## src/design/assert_macros.svh

```systemverilog
// assertion macros shared by the motor feedback decoder modules
`ifndef ASSERT_MACROS_SVH
`define ASSERT_MACROS_SVH

// property checked on every rising edge outside reset
`define MFD_ASSERT(lbl, clk, rstn, prop, msg) \
  lbl: assert property (@(posedge clk) disable iff (!rstn) (prop)) else $error(msg);

// condition in one cycle implies a result in the next
`define MFD_ASSERT_STEP(lbl, clk, rstn, pre, post, msg) \
  lbl: assert property (@(posedge clk) disable iff (!rstn) (pre) |=> (post)) else $error(msg);

`endif

```

## src/design/mfd_pkg.sv

```systemverilog
// shared types and constants of the motor feedback frame decoder
package mfd_pkg;

  // fixed field widths
  typedef logic [1:0]         slot_t;
  typedef logic [15:0]        raw_t;
  typedef logic signed [31:0] q16_t;

  // accepted extended identifier window, both ends included
  localparam logic [28:0] ID_LOW  = 29'h200_0000;
  localparam logic [28:0] ID_HIGH = 29'h300_0000;

  // full scale of each quantity in Q15.16
  localparam int ANGLE_MAX_Q16  = 823550;
  localparam int SPEED_MAX_Q16  = 1966080;
  localparam int TORQUE_MAX_Q16 = 786432;

  // depth of the queue between front and back
  localparam int QUEUE_DEPTH = 2;

  // register map, one 64-bit word per register
  typedef enum logic [1:0] {
    REG_SLOT_IDS        = 2'd0,
    REG_SLOT_BUSES      = 2'd1,
    REG_DIRECTION_MASK  = 2'd2,
    REG_INITIAL_OFFSETS = 2'd3
  } reg_idx_e;

  // classified frame on its way to the back end
  typedef struct packed {
    slot_t slot;
    logic  rev;
    raw_t  angle_raw;
    raw_t  speed_raw;
    raw_t  torque_raw;
  } mfd_item_t;

endpackage

```

## src/design/mfd_front.sv

```systemverilog
// front end: takes frames, filters identifiers and matches motor slots
module mfd_front #(
  parameter int SLOTS = 4
) (
  input  logic               clk_i,
  input  logic               rst_ni,
  input  logic               in_valid_i,
  output logic               in_stall_o,
  input  logic               is_extended_i,
  input  logic [28:0]        frame_id_i,
  input  logic [1:0]         bus_index_i,
  input  mfd_pkg::raw_t      angle_raw_i,
  input  mfd_pkg::raw_t      speed_raw_i,
  input  mfd_pkg::raw_t      torque_raw_i,
  input  logic [31:0]        slot_ids_i,
  input  logic [7:0]         slot_buses_i,
  input  logic [3:0]         direction_mask_i,
  input  logic               full_i,
  output logic               push_o,
  output mfd_pkg::mfd_item_t item_o
);
  import mfd_pkg::*;

  logic      fe_valid_q, fe_valid_d;
  mfd_item_t fe_item_q;
  logic      id_ok;
  logic      hit;
  slot_t     hit_slot;
  logic      accept;
  logic [3:0] motor;

  // identifier window and motor number
  assign motor = frame_id_i[11:8];
  assign id_ok = is_extended_i && (frame_id_i >= ID_LOW) && (frame_id_i <= ID_HIGH);

  // slot match, lowest slot wins
  always_comb begin
    hit      = 1'b0;
    hit_slot = '0;
    for (int s = SLOTS - 1; s >= 0; s--) begin
      if ((slot_ids_i[8*s +: 8] == {4'b0000, motor}) &&
          (slot_buses_i[2*s +: 2] == bus_index_i)) begin
        hit      = 1'b1;
        hit_slot = 2'(s);
      end
    end
  end

  // handshake with the queue
  assign in_stall_o = fe_valid_q && full_i;
  assign accept     = in_valid_i && !in_stall_o;
  assign push_o     = fe_valid_q && !full_i;
  assign item_o     = fe_item_q;

  always_comb begin
    fe_valid_d = fe_valid_q;
    if (accept) begin
      fe_valid_d = id_ok && hit;
    end else if (push_o) begin
      fe_valid_d = 1'b0;
    end
  end

  // classified word register
  always_ff @(posedge clk_i or negedge rst_ni) begin
    if (!rst_ni) begin
      fe_valid_q <= 1'b0;
    end else begin
      fe_valid_q <= fe_valid_d;
    end
  end

  always_ff @(posedge clk_i) begin
    if (accept) begin
      fe_item_q.slot       <= hit_slot;
      fe_item_q.rev        <= direction_mask_i[hit_slot];
      fe_item_q.angle_raw  <= angle_raw_i;
      fe_item_q.speed_raw  <= speed_raw_i;
      fe_item_q.torque_raw <= torque_raw_i;
    end
  end

endmodule

```

## src/design/mfd_queue.sv

```systemverilog
// short queue that decouples the front end from the back end
`include "assert_macros.svh"

module mfd_queue (
  input  logic               clk_i,
  input  logic               rst_ni,
  input  logic               push_i,
  input  mfd_pkg::mfd_item_t item_i,
  output logic               full_o,
  input  logic               pop_i,
  output logic               valid_o,
  output mfd_pkg::mfd_item_t item_o
);
  import mfd_pkg::*;

  localparam int PTR_W = $clog2(QUEUE_DEPTH);
  localparam int CNT_W = $clog2(QUEUE_DEPTH + 1);

  mfd_item_t        slots_q [QUEUE_DEPTH];
  logic [PTR_W-1:0] wr_ptr_q, rd_ptr_q;
  logic [CNT_W-1:0] count_q;

  assign full_o  = (count_q == CNT_W'(QUEUE_DEPTH));
  assign valid_o = (count_q != '0);
  assign item_o  = slots_q[rd_ptr_q];

  // pointers and fill count
  always_ff @(posedge clk_i or negedge rst_ni) begin
    if (!rst_ni) begin
      wr_ptr_q <= '0;
      rd_ptr_q <= '0;
      count_q  <= '0;
    end else begin
      if (push_i) begin
        wr_ptr_q <= (wr_ptr_q == PTR_W'(QUEUE_DEPTH - 1)) ? '0 : wr_ptr_q + 1'b1;
      end
      if (pop_i) begin
        rd_ptr_q <= (rd_ptr_q == PTR_W'(QUEUE_DEPTH - 1)) ? '0 : rd_ptr_q + 1'b1;
      end
      if (push_i && !pop_i) begin
        count_q <= count_q + 1'b1;
      end else if (pop_i && !push_i) begin
        count_q <= count_q - 1'b1;
      end
    end
  end

  // entry storage
  always_ff @(posedge clk_i) begin
    if (push_i) begin
      slots_q[wr_ptr_q] <= item_i;
    end
  end

  `MFD_ASSERT(a_q_no_overflow, clk_i, rst_ni, !(push_i && full_o), "queue written while full")
  `MFD_ASSERT(a_q_no_underflow, clk_i, rst_ni, !(pop_i && !valid_o), "queue read while empty")
  `MFD_ASSERT_STEP(a_q_count_up, clk_i, rst_ni, push_i && !pop_i, count_q == $past(count_q) + 1'b1, "queue count missed a write")

endmodule

```

## src/design/mfd_scale.sv

```systemverilog
// three-stage linear scaling of one raw code into signed Q15.16
module mfd_scale #(
  parameter int RAW_BITS = 16,
  parameter int MAX_Q    = 823550
) (
  input  logic          clk_i,
  input  logic          load1_i,
  input  logic          load2_i,
  input  logic          load3_i,
  input  mfd_pkg::raw_t raw_i,
  input  logic          rev_i,
  output mfd_pkg::q16_t value_o
);
  // value = round(2*M*r / D) - M with D = 2^RAW_BITS - 1, D odd so no ties
  // 2*M = C*D + E splits the quotient into C*r plus a narrow remainder part
  localparam int D     = (1 << RAW_BITS) - 1;
  localparam int TWO_M = 2 * MAX_Q;
  localparam int C     = TWO_M / D;
  localparam int E     = TWO_M % D;
  localparam int H     = (D - 1) / 2;
  localparam int PW    = $clog2(TWO_M + 1);
  localparam int XW    = 2 * RAW_BITS;
  localparam int QW    = RAW_BITS + 1;

  logic [RAW_BITS-1:0] r;
  logic [PW-1:0]       cr_d, cr1_q, cr2_q;
  logic [XW-1:0]       x_d, x_q;
  logic [RAW_BITS-1:0] a1, b1;
  logic [QW-1:0]       s1, s2, qlo_d, qlo_q;
  logic                a2, ge;
  logic [PW-1:0]       sum;
  logic signed [PW:0]  v;
  logic signed [31:0]  ext, value_d;
  logic signed [31:0]  value_q;

  // stage 1: constant products
  assign r    = raw_i[RAW_BITS-1:0];
  assign cr_d = PW'(C) * PW'(r);
  assign x_d  = XW'(E) * XW'(r) + XW'(H);

  // stage 2: x / D by folding twice on 2^RAW_BITS = D + 1
  assign a1    = x_q[XW-1:RAW_BITS];
  assign b1    = x_q[RAW_BITS-1:0];
  assign s1    = {1'b0, a1} + {1'b0, b1};
  assign a2    = s1[RAW_BITS];
  assign s2    = {1'b0, s1[RAW_BITS-1:0]} + QW'(a2);
  assign ge    = (s2 >= QW'(D));
  assign qlo_d = {1'b0, a1} + QW'(a2) + QW'(ge);

  // stage 3: remove the offset, sign extend and apply direction
  assign sum     = cr2_q + PW'(qlo_q);
  assign v       = $signed({1'b0, sum}) - $signed((PW + 1)'(MAX_Q));
  assign ext     = {{(31 - PW){v[PW]}}, v};
  assign value_d = rev_i ? -ext : ext;
  assign value_o = value_q;

  always_ff @(posedge clk_i) begin
    if (load1_i) begin
      cr1_q <= cr_d;
      x_q   <= x_d;
    end
    if (load2_i) begin
      cr2_q <= cr1_q;
      qlo_q <= qlo_d;
    end
    if (load3_i) begin
      value_q <= value_d;
    end
  end

endmodule

```

## src/design/mfd_back.sv

```systemverilog
// back end: scaling pipeline, offset capture and output register
`include "assert_macros.svh"

module mfd_back #(
  parameter int SLOTS    = 4,
  parameter int RAW_BITS = 16
) (
  input  logic               clk_i,
  input  logic               rst_ni,
  input  logic               q_valid_i,
  input  mfd_pkg::mfd_item_t q_item_i,
  output logic               q_pop_o,
  input  logic [63:0]        initial_offsets_i,
  output logic               out_valid_o,
  input  logic               out_stall_i,
  output mfd_pkg::slot_t     motor_slot_o,
  output logic               first_frame_o,
  output mfd_pkg::q16_t      angle_out_o,
  output mfd_pkg::q16_t      speed_out_o,
  output mfd_pkg::q16_t      torque_out_o
);
  import mfd_pkg::*;

  logic        v1_q, v2_q, v3_q, v4_q;
  logic        rdy1, rdy2, rdy3, rdy4;
  logic        load2, load3, load4;
  slot_t       slot1_q, slot2_q, slot3_q, slot4_q;
  logic        rev1_q, rev2_q;
  q16_t        angle3, speed3, torque3;
  q16_t        angle_q, speed_q, torque_q, angle_d;
  logic        first_q;
  logic [SLOTS-1:0] running_q;
  logic [31:0] corr_q [SLOTS];
  logic        run_sel;
  logic [31:0] corr_sel, corr_new, init32;
  logic [15:0] offs;

  // ready chain back from the output register
  assign rdy4    = !v4_q || !out_stall_i;
  assign rdy3    = !v3_q || rdy4;
  assign rdy2    = !v2_q || rdy3;
  assign rdy1    = !v1_q || rdy2;
  assign q_pop_o = q_valid_i && rdy1;
  assign load2   = v1_q && rdy2;
  assign load3   = v2_q && rdy3;
  assign load4   = v3_q && rdy4;

  // scaling units, one per quantity
  mfd_scale #(.RAW_BITS(RAW_BITS), .MAX_Q(ANGLE_MAX_Q16)) u_angle (
    .clk_i(clk_i), .load1_i(q_pop_o), .load2_i(load2), .load3_i(load3),
    .raw_i(q_item_i.angle_raw), .rev_i(rev2_q), .value_o(angle3)
  );
  mfd_scale #(.RAW_BITS(RAW_BITS), .MAX_Q(SPEED_MAX_Q16)) u_speed (
    .clk_i(clk_i), .load1_i(q_pop_o), .load2_i(load2), .load3_i(load3),
    .raw_i(q_item_i.speed_raw), .rev_i(rev2_q), .value_o(speed3)
  );
  mfd_scale #(.RAW_BITS(RAW_BITS), .MAX_Q(TORQUE_MAX_Q16)) u_torque (
    .clk_i(clk_i), .load1_i(q_pop_o), .load2_i(load2), .load3_i(load3),
    .raw_i(q_item_i.torque_raw), .rev_i(rev2_q), .value_o(torque3)
  );

  // per-slot state of the word leaving stage 3
  always_comb begin
    run_sel  = 1'b0;
    corr_sel = '0;
    for (int s = 0; s < SLOTS; s++) begin
      if (slot3_q == 2'(s)) begin
        run_sel  = running_q[s];
        corr_sel = corr_q[s];
      end
    end
  end

  // offset: Q3.12 sign extended to Q15.16, plus correction
  assign offs     = initial_offsets_i[{slot3_q, 4'b0000} +: 16];
  assign init32   = {{12{offs[15]}}, offs, 4'b0000};
  assign corr_new = run_sel ? corr_sel : corr_sel - angle3;
  assign angle_d  = angle3 + init32 + corr_new;

  // pipeline valid bits and slot state
  always_ff @(posedge clk_i or negedge rst_ni) begin
    if (!rst_ni) begin
      v1_q      <= 1'b0;
      v2_q      <= 1'b0;
      v3_q      <= 1'b0;
      v4_q      <= 1'b0;
      running_q <= '0;
      for (int s = 0; s < SLOTS; s++) begin
        corr_q[s] <= '0;
      end
    end else begin
      if (rdy1) v1_q <= q_valid_i;
      if (rdy2) v2_q <= v1_q;
      if (rdy3) v3_q <= v2_q;
      if (rdy4) v4_q <= v3_q;
      if (load4 && !run_sel) begin
        for (int s = 0; s < SLOTS; s++) begin
          if (slot3_q == 2'(s)) begin
            running_q[s] <= 1'b1;
            corr_q[s]    <= corr_new;
          end
        end
      end
    end
  end

  // side data travelling with each stage, output register
  always_ff @(posedge clk_i) begin
    if (q_pop_o) begin
      slot1_q <= q_item_i.slot;
      rev1_q  <= q_item_i.rev;
    end
    if (load2) begin
      slot2_q <= slot1_q;
      rev2_q  <= rev1_q;
    end
    if (load3) begin
      slot3_q <= slot2_q;
    end
    if (load4) begin
      slot4_q  <= slot3_q;
      first_q  <= !run_sel;
      angle_q  <= angle_d;
      speed_q  <= speed3;
      torque_q <= torque3;
    end
  end

  assign out_valid_o   = v4_q;
  assign motor_slot_o  = slot4_q;
  assign first_frame_o = first_q;
  assign angle_out_o   = angle_q;
  assign speed_out_o   = speed_q;
  assign torque_out_o  = torque_q;

  `MFD_ASSERT_STEP(a_run_sticky, clk_i, rst_ni, 1'b1, (running_q & $past(running_q)) == $past(running_q), "running flag cleared outside reset")
  `MFD_ASSERT_STEP(a_first_marked, clk_i, rst_ni, load4 && !run_sel, out_valid_o && first_frame_o, "first frame of a slot not flagged")

endmodule

```

## src/design/motor_feedback_frame_decoder_top.sv

```systemverilog
// Motor feedback frame decoder: one received CAN frame in, zero or one
// decoded feedback word out.
// Input channel: in_valid_i/in_stall_o with the frame fields. Extended
// frames with identifier 0x2000000..0x3000000 whose motor number (id bits
// 11..8) and bus match a configured slot give one output word; all other
// frames are taken and dropped without a result.
// Output channel: out_valid_o/out_stall_i with slot, first-frame flag and
// angle, speed, torque in signed Q15.16.
// Path from acceptance to out_valid_o: the front register, the two-entry
// queue, three scaling stages and the output register. Throughput is one
// word per cycle while out_stall_i is low, set by the scaling pipeline
// whose constant multipliers are all registered.
// While the receiver stalls, the output register holds its word, the
// pipeline fills and then the queue; in_stall_o rises only once the front
// register and the queue are both full.
// Reset clears the configuration registers, the running flags and the
// offset corrections; no clearing pass is needed afterwards.
// Configuration: APB port, 64-bit registers at byte addresses 0, 8, 16,
// 24, written by the user only while no frame is in flight (unchecked).
module motor_feedback_frame_decoder_top #(
  parameter int SLOTS    = 4,
  parameter int RAW_BITS = 16
) (
  input  logic          clk_i,
  input  logic          rst_ni,
  input  logic          psel,
  input  logic          penable,
  input  logic          pwrite,
  input  logic [4:0]    paddr,
  input  logic [63:0]   pwdata,
  output logic [63:0]   prdata,
  output logic          pready,
  input  logic          in_valid_i,
  output logic          in_stall_o,
  input  logic          is_extended_i,
  input  logic [28:0]   frame_id_i,
  input  logic [1:0]    bus_index_i,
  input  mfd_pkg::raw_t angle_raw_i,
  input  mfd_pkg::raw_t speed_raw_i,
  input  mfd_pkg::raw_t torque_raw_i,
  output logic          out_valid_o,
  input  logic          out_stall_i,
  output mfd_pkg::slot_t motor_slot_o,
  output logic          first_frame_o,
  output mfd_pkg::q16_t angle_out_o,
  output mfd_pkg::q16_t speed_out_o,
  output mfd_pkg::q16_t torque_out_o
);
  import mfd_pkg::*;

  logic [31:0] slot_ids_q;
  logic [7:0]  slot_buses_q;
  logic [3:0]  direction_mask_q;
  logic [63:0] initial_offsets_q;
  reg_idx_e    reg_idx;
  logic        wr_en;
  logic        q_full, q_push, q_valid, q_pop;
  mfd_item_t   fe_item, q_item;

  // register access
  assign pready  = 1'b1;
  assign reg_idx = reg_idx_e'(paddr[4:3]);
  assign wr_en   = psel && penable && pwrite && pready;

  always_ff @(posedge clk_i or negedge rst_ni) begin
    if (!rst_ni) begin
      slot_ids_q        <= '0;
      slot_buses_q      <= '0;
      direction_mask_q  <= '0;
      initial_offsets_q <= '0;
    end else if (wr_en) begin
      case (reg_idx)
        REG_SLOT_IDS:        slot_ids_q        <= pwdata[31:0];
        REG_SLOT_BUSES:      slot_buses_q      <= pwdata[7:0];
        REG_DIRECTION_MASK:  direction_mask_q  <= pwdata[3:0];
        REG_INITIAL_OFFSETS: initial_offsets_q <= pwdata;
        default: ;
      endcase
    end
  end

  // read back
  always_comb begin
    case (reg_idx)
      REG_SLOT_IDS:        prdata = {32'd0, slot_ids_q};
      REG_SLOT_BUSES:      prdata = {56'd0, slot_buses_q};
      REG_DIRECTION_MASK:  prdata = {60'd0, direction_mask_q};
      REG_INITIAL_OFFSETS: prdata = initial_offsets_q;
      default:             prdata = '0;
    endcase
  end

  // frame filter and slot match
  mfd_front #(.SLOTS(SLOTS)) u_front (
    .clk_i           (clk_i),
    .rst_ni          (rst_ni),
    .in_valid_i      (in_valid_i),
    .in_stall_o      (in_stall_o),
    .is_extended_i   (is_extended_i),
    .frame_id_i      (frame_id_i),
    .bus_index_i     (bus_index_i),
    .angle_raw_i     (angle_raw_i),
    .speed_raw_i     (speed_raw_i),
    .torque_raw_i    (torque_raw_i),
    .slot_ids_i      (slot_ids_q),
    .slot_buses_i    (slot_buses_q),
    .direction_mask_i(direction_mask_q),
    .full_i          (q_full),
    .push_o          (q_push),
    .item_o          (fe_item)
  );

  // decoupling queue
  mfd_queue u_queue (
    .clk_i  (clk_i),
    .rst_ni (rst_ni),
    .push_i (q_push),
    .item_i (fe_item),
    .full_o (q_full),
    .pop_i  (q_pop),
    .valid_o(q_valid),
    .item_o (q_item)
  );

  // scaling, offsets and output register
  mfd_back #(.SLOTS(SLOTS), .RAW_BITS(RAW_BITS)) u_back (
    .clk_i            (clk_i),
    .rst_ni           (rst_ni),
    .q_valid_i        (q_valid),
    .q_item_i         (q_item),
    .q_pop_o          (q_pop),
    .initial_offsets_i(initial_offsets_q),
    .out_valid_o      (out_valid_o),
    .out_stall_i      (out_stall_i),
    .motor_slot_o     (motor_slot_o),
    .first_frame_o    (first_frame_o),
    .angle_out_o      (angle_out_o),
    .speed_out_o      (speed_out_o),
    .torque_out_o     (torque_out_o)
  );

endmodule
```

## config.mk

```make
export PLATFORM = sky130hd
export DESIGN_NAME = motor_feedback_frame_decoder_top
export DESIGN_NICKNAME = d
export VERILOG_FILES = /design/src/design/mfd_pkg.sv /design/src/design/mfd_front.sv /design/src/design/mfd_queue.sv /design/src/design/mfd_scale.sv /design/src/design/mfd_back.sv /design/src/design/motor_feedback_frame_decoder_top.sv
export VERILOG_INCLUDE_DIRS = /design/src /design/src/design
export SDC_FILE = /design/constraint.sdc
export NUM_CORES = 2
export LEC_CHECK = 0
export ABC_CLOCK_PERIOD_IN_PS = 8500
export CELL_PAD_IN_SITES_DETAIL_PLACEMENT = 2
export CELL_PAD_IN_SITES_GLOBAL_PLACEMENT = 2
export CORE_MARGIN = 3
export CORE_UTILIZATION = 45
export CTS_BUF_LIST = sky130_fd_sc_hd__clkbuf_16
export DETAILED_ROUTE_END_ITERATION = 16
export DONT_BUFFER_PORTS = 1
export PLACE_DENSITY_LB_ADDON = 0.25
export SLEW_MARGIN = 30
export SYNTH_ARGS = -nofsm -noshare
export SYNTH_HDL_FRONTEND = slang
export SYNTH_SLANG_ARGS = --single-unit
```

## constraint.sdc

```tcl
create_clock -name clk_i -period 8.5 [get_ports clk_i]
set_input_delay 0.85 -clock clk_i [delete_from_list [all_inputs] [get_ports clk_i]]
set_output_delay 0.85 -clock clk_i [all_outputs]
set_load 0.01 [all_outputs]
```

==> impl_metrics.toml <==
[sta]
fmax_mhz = 125
fin_crit_sh = 0.943
hold_ws_ns = 0.268
finalHoldViolations = 0
period_needed_ns = 8.01
skew_ns = 0.0360
worstMarginPinSlew_ns = 0.925
setup_viol = 0
slew_viol_final = 0
worst_slew_margin_rel = 0.379

[critical_path]
r2r_slack_ns = 0.49
endpoint_kind = "flip-flop"
r2r_end = "u_back.angle_out_o[30]$_DFFE_PP_"
path_class = "flip-flop to flip-flop"
cp_common_cell = "o21ai_0"
cpPeakStageDelay_ns = 0.62
critPathMaxFanout = 7
critPathLaunchType = "flip-flop"
arrival_ns = 8.41
critical_path.slowest_cell = "edfxtp_1"
reg2reg_depth = 26
worstPathRequired_ns = 8.90
r2r-start = "u_back.slot3_q[0]$_DFFE_PP_"

[min_path]
whs_path_depth = 0
hold_class = "input port to flip-flop"
holdPathEnd = "u_front.item_o[32]$_DFFE_PP_"
hp-start = "angle_raw_i[0]"

[yosys]
syn_nets = 4628
synth-main-ff-cell = "edfxtp_1"
ys_ff_latch = 825
synthArstFlopShare = 0.302
postSynthAreaPerCell_sq_um = 12.1
synth_area_leaders = "edfxtp_1 36%, dfrtp_1 13%, ha_1 9.3%"
yosysTopAreaCell = "edfxtp_1"
seq_area_frac_synth = 0.488
synth-edff-count = 576
syn-cell-area_sq_um = 48200
synth_warnings = 0
post-synth-top-count-cell = "edfxtp_1"
synth_common_cells = "576 x edfxtp_1, 359 x ha_1, 326 x inv_1"
synth_top_area_share = 0.359
synthDistinctLibCells = 96
synthCells = 3996

[clocking]
cts.clk_slew.worst_paths_ns = 0.07
clk_path_buf_depth = 3
h-tree-depth = 3
cts_made_buffers = 91
cts_sinks = 825
clkLatencyLatePin_ns = 0.70
cts-root-buf = "clkbuf_16"
cts_tree = "built"

[job]
drv_cap = 0

[placement]
portBuffers = 0
hpwl_um = 104000
gp_congestion = 0.824

[global_routing]
grt_max_degree = 250
grt_overflow = 0
first_global_vias = 36200
antenna_found_initial = 2
track_usage = 0.257
grt_pass1_wl_um = 222000

[floorplanning]
core_sq_um = 106000
start_util = 0.456
die_h_um = 333
ios = 322
die_area_sq_um = 111000
std_cell_rows = 119
dieWidth_um = 333

[outcome]
outcome = "finished clean"

[drt]
drtAntennaViolNets = 0
drt_first_pass_iters = 5
routed_wl_um = 144000
vias_per_cell = 5.88
drt_iter0_drc = 1617
vias = 32200
drc = 0
wl_per_cell_um = 26.2

[layout]
final_nets = 4644
final_core_util = 0.500
fillCellCount = 10200
drive_gt1_frac = 0.127
area_delta_synth_final_pct = 9.73
diodes = 0
area by class of cell:
| type | count | area, sq um | share of cell area |
|---|---|---|---|
| Sequential cell | 825 | 23500 | 0.444 |
| Multi-Input combinational cell | 2725 | 23100 | 0.436 |
| Clock buffer | 92 | 2300 | 0.0435 |
| Tap cell | 1391 | 1740 | 0.0329 |
| Inverter | 328 | 1240 | 0.0234 |
| Clock inverter | 79 | 672 | 0.0127 |
| Timing Repair Buffer | 41 | 385 | 0.00728 |
kinds of logic after synthesis:
logic type               Yosys count  synth area share
buffers and inverters            446            0.0352
flip-flops                       825             0.488
AND/OR/NAND/NOR                  876            0.0937
XOR/XNOR                         326            0.0595
adder cells (fa/ha/maj)          476             0.142
multiplexers                     302            0.0819
other                              1         0.0000777
AO/OA/AOI/OAI                    744             0.100
state kept, by name, indices dropped and copies added (netlist names), 31 cells and up:
signal,flops
u_back.corr_q,128
u_queue.slots_q,102
initial_offsets_q,64
u_front.item_o,51
slot_ids_q,32
u_back.angle_out_o,32
u_back.speed_out_o,32
u_back.torque_out_o,32
u_back.u_angle.value_o,32
u_back.u_speed.value_o,32
u_back.u_torque.value_o,32
u_back.u_angle.x_q,31
layer usage:
metal	vias up	global-route usage	share of wire
met1	16900	0.320	0.42
li1	14600	-	-
met4	2	0.0798	0.032
met5	-	0	0.000049
met2	574	0.464	0.52
met3	219	0.0309	0.031
how the worst max path moves through the flow:
| stage | startpoint | end | slack (ns) | depth (start not counted) |
|---|---|---|---|---|
| final | u_back.slot3_q[0]$_DFFE_PP_ | u_back.angle_out_o[30]$_DFFE_PP_ | 0.49 | 26 |
| after global routing | u_back.slot3_q[0]$_DFFE_PP_ | u_back.angle_out_o[31]$_DFFE_PP_ | -0.05 | 28 |
| after CTS | u_back.slot3_q[0]$_DFFE_PP_ | u_back.angle_out_o[31]$_DFFE_PP_ | 0.32 | 24 |
| after detailed placement | u_back.slot3_q[0]$_DFFE_PP_ | u_back.angle_out_o[31]$_DFFE_PP_ | 0.44 | 25 |
| after global placement | u_back.slot3_q[0]$_DFFE_PP_ | u_back.angle_out_o[31]$_DFFE_PP_ | 0.63 | 25 |
| after floorplan | u_back.slot3_q[0]$_DFFE_PP_ | u_back.angle_out_o[31]$_DFFE_PP_ | 1.65 | 27 |
cells in the final DEF (no fill, tap or decap), types with 83 or more instances in the layout:
cell	instances
ha_1	359
nand3_1	83
inv_1	344
xnor2_1	231
xor2_1	93
nand2_1	215
a21oi_1	188
fa_1	117
dfrtp_1	248
mux2_2	211
clkbuf_16	92
o21ai_0	188
edfxtp_1	576
nor2_1	165
worst max-delay path: cells and delay by family (launching register included):
family,cells,cell delay [ns]
AND/OR/NAND/NOR,5,1.26
multiplexers,2,0.82
flip-flops,1,0.62
adder cells (fa/ha/maj),4,1.31
AO/OA/AOI/OAI,11,3.13
buffers and inverters,3,0.40
XOR/XNOR,1,0.19
timing repair:
item                       4_1_cts  5_1_grt
buffers inserted                 0        0
gates resized for setup          0        2
setup endpoints to repair        0        2
hold buffers                     1        1
hold endpoints to repair       249       36
per-stage QoR:
stage	setup slack, ns	TNS (ns)	std cells	instance area, sq um
floorplan	1.65	0	3996	48200
global placement	0.635	0	5306	49800
detailed placement	0.437	0	5306	49900
CTS	0.324	0	5478	52900
global route	-0.0529	-0.104	5481	52900
finish	0.488	0	5481	52900
Power is not shown: default switching activity piles up to over one toggle a cycle in this logic, so the estimate is an artifact.
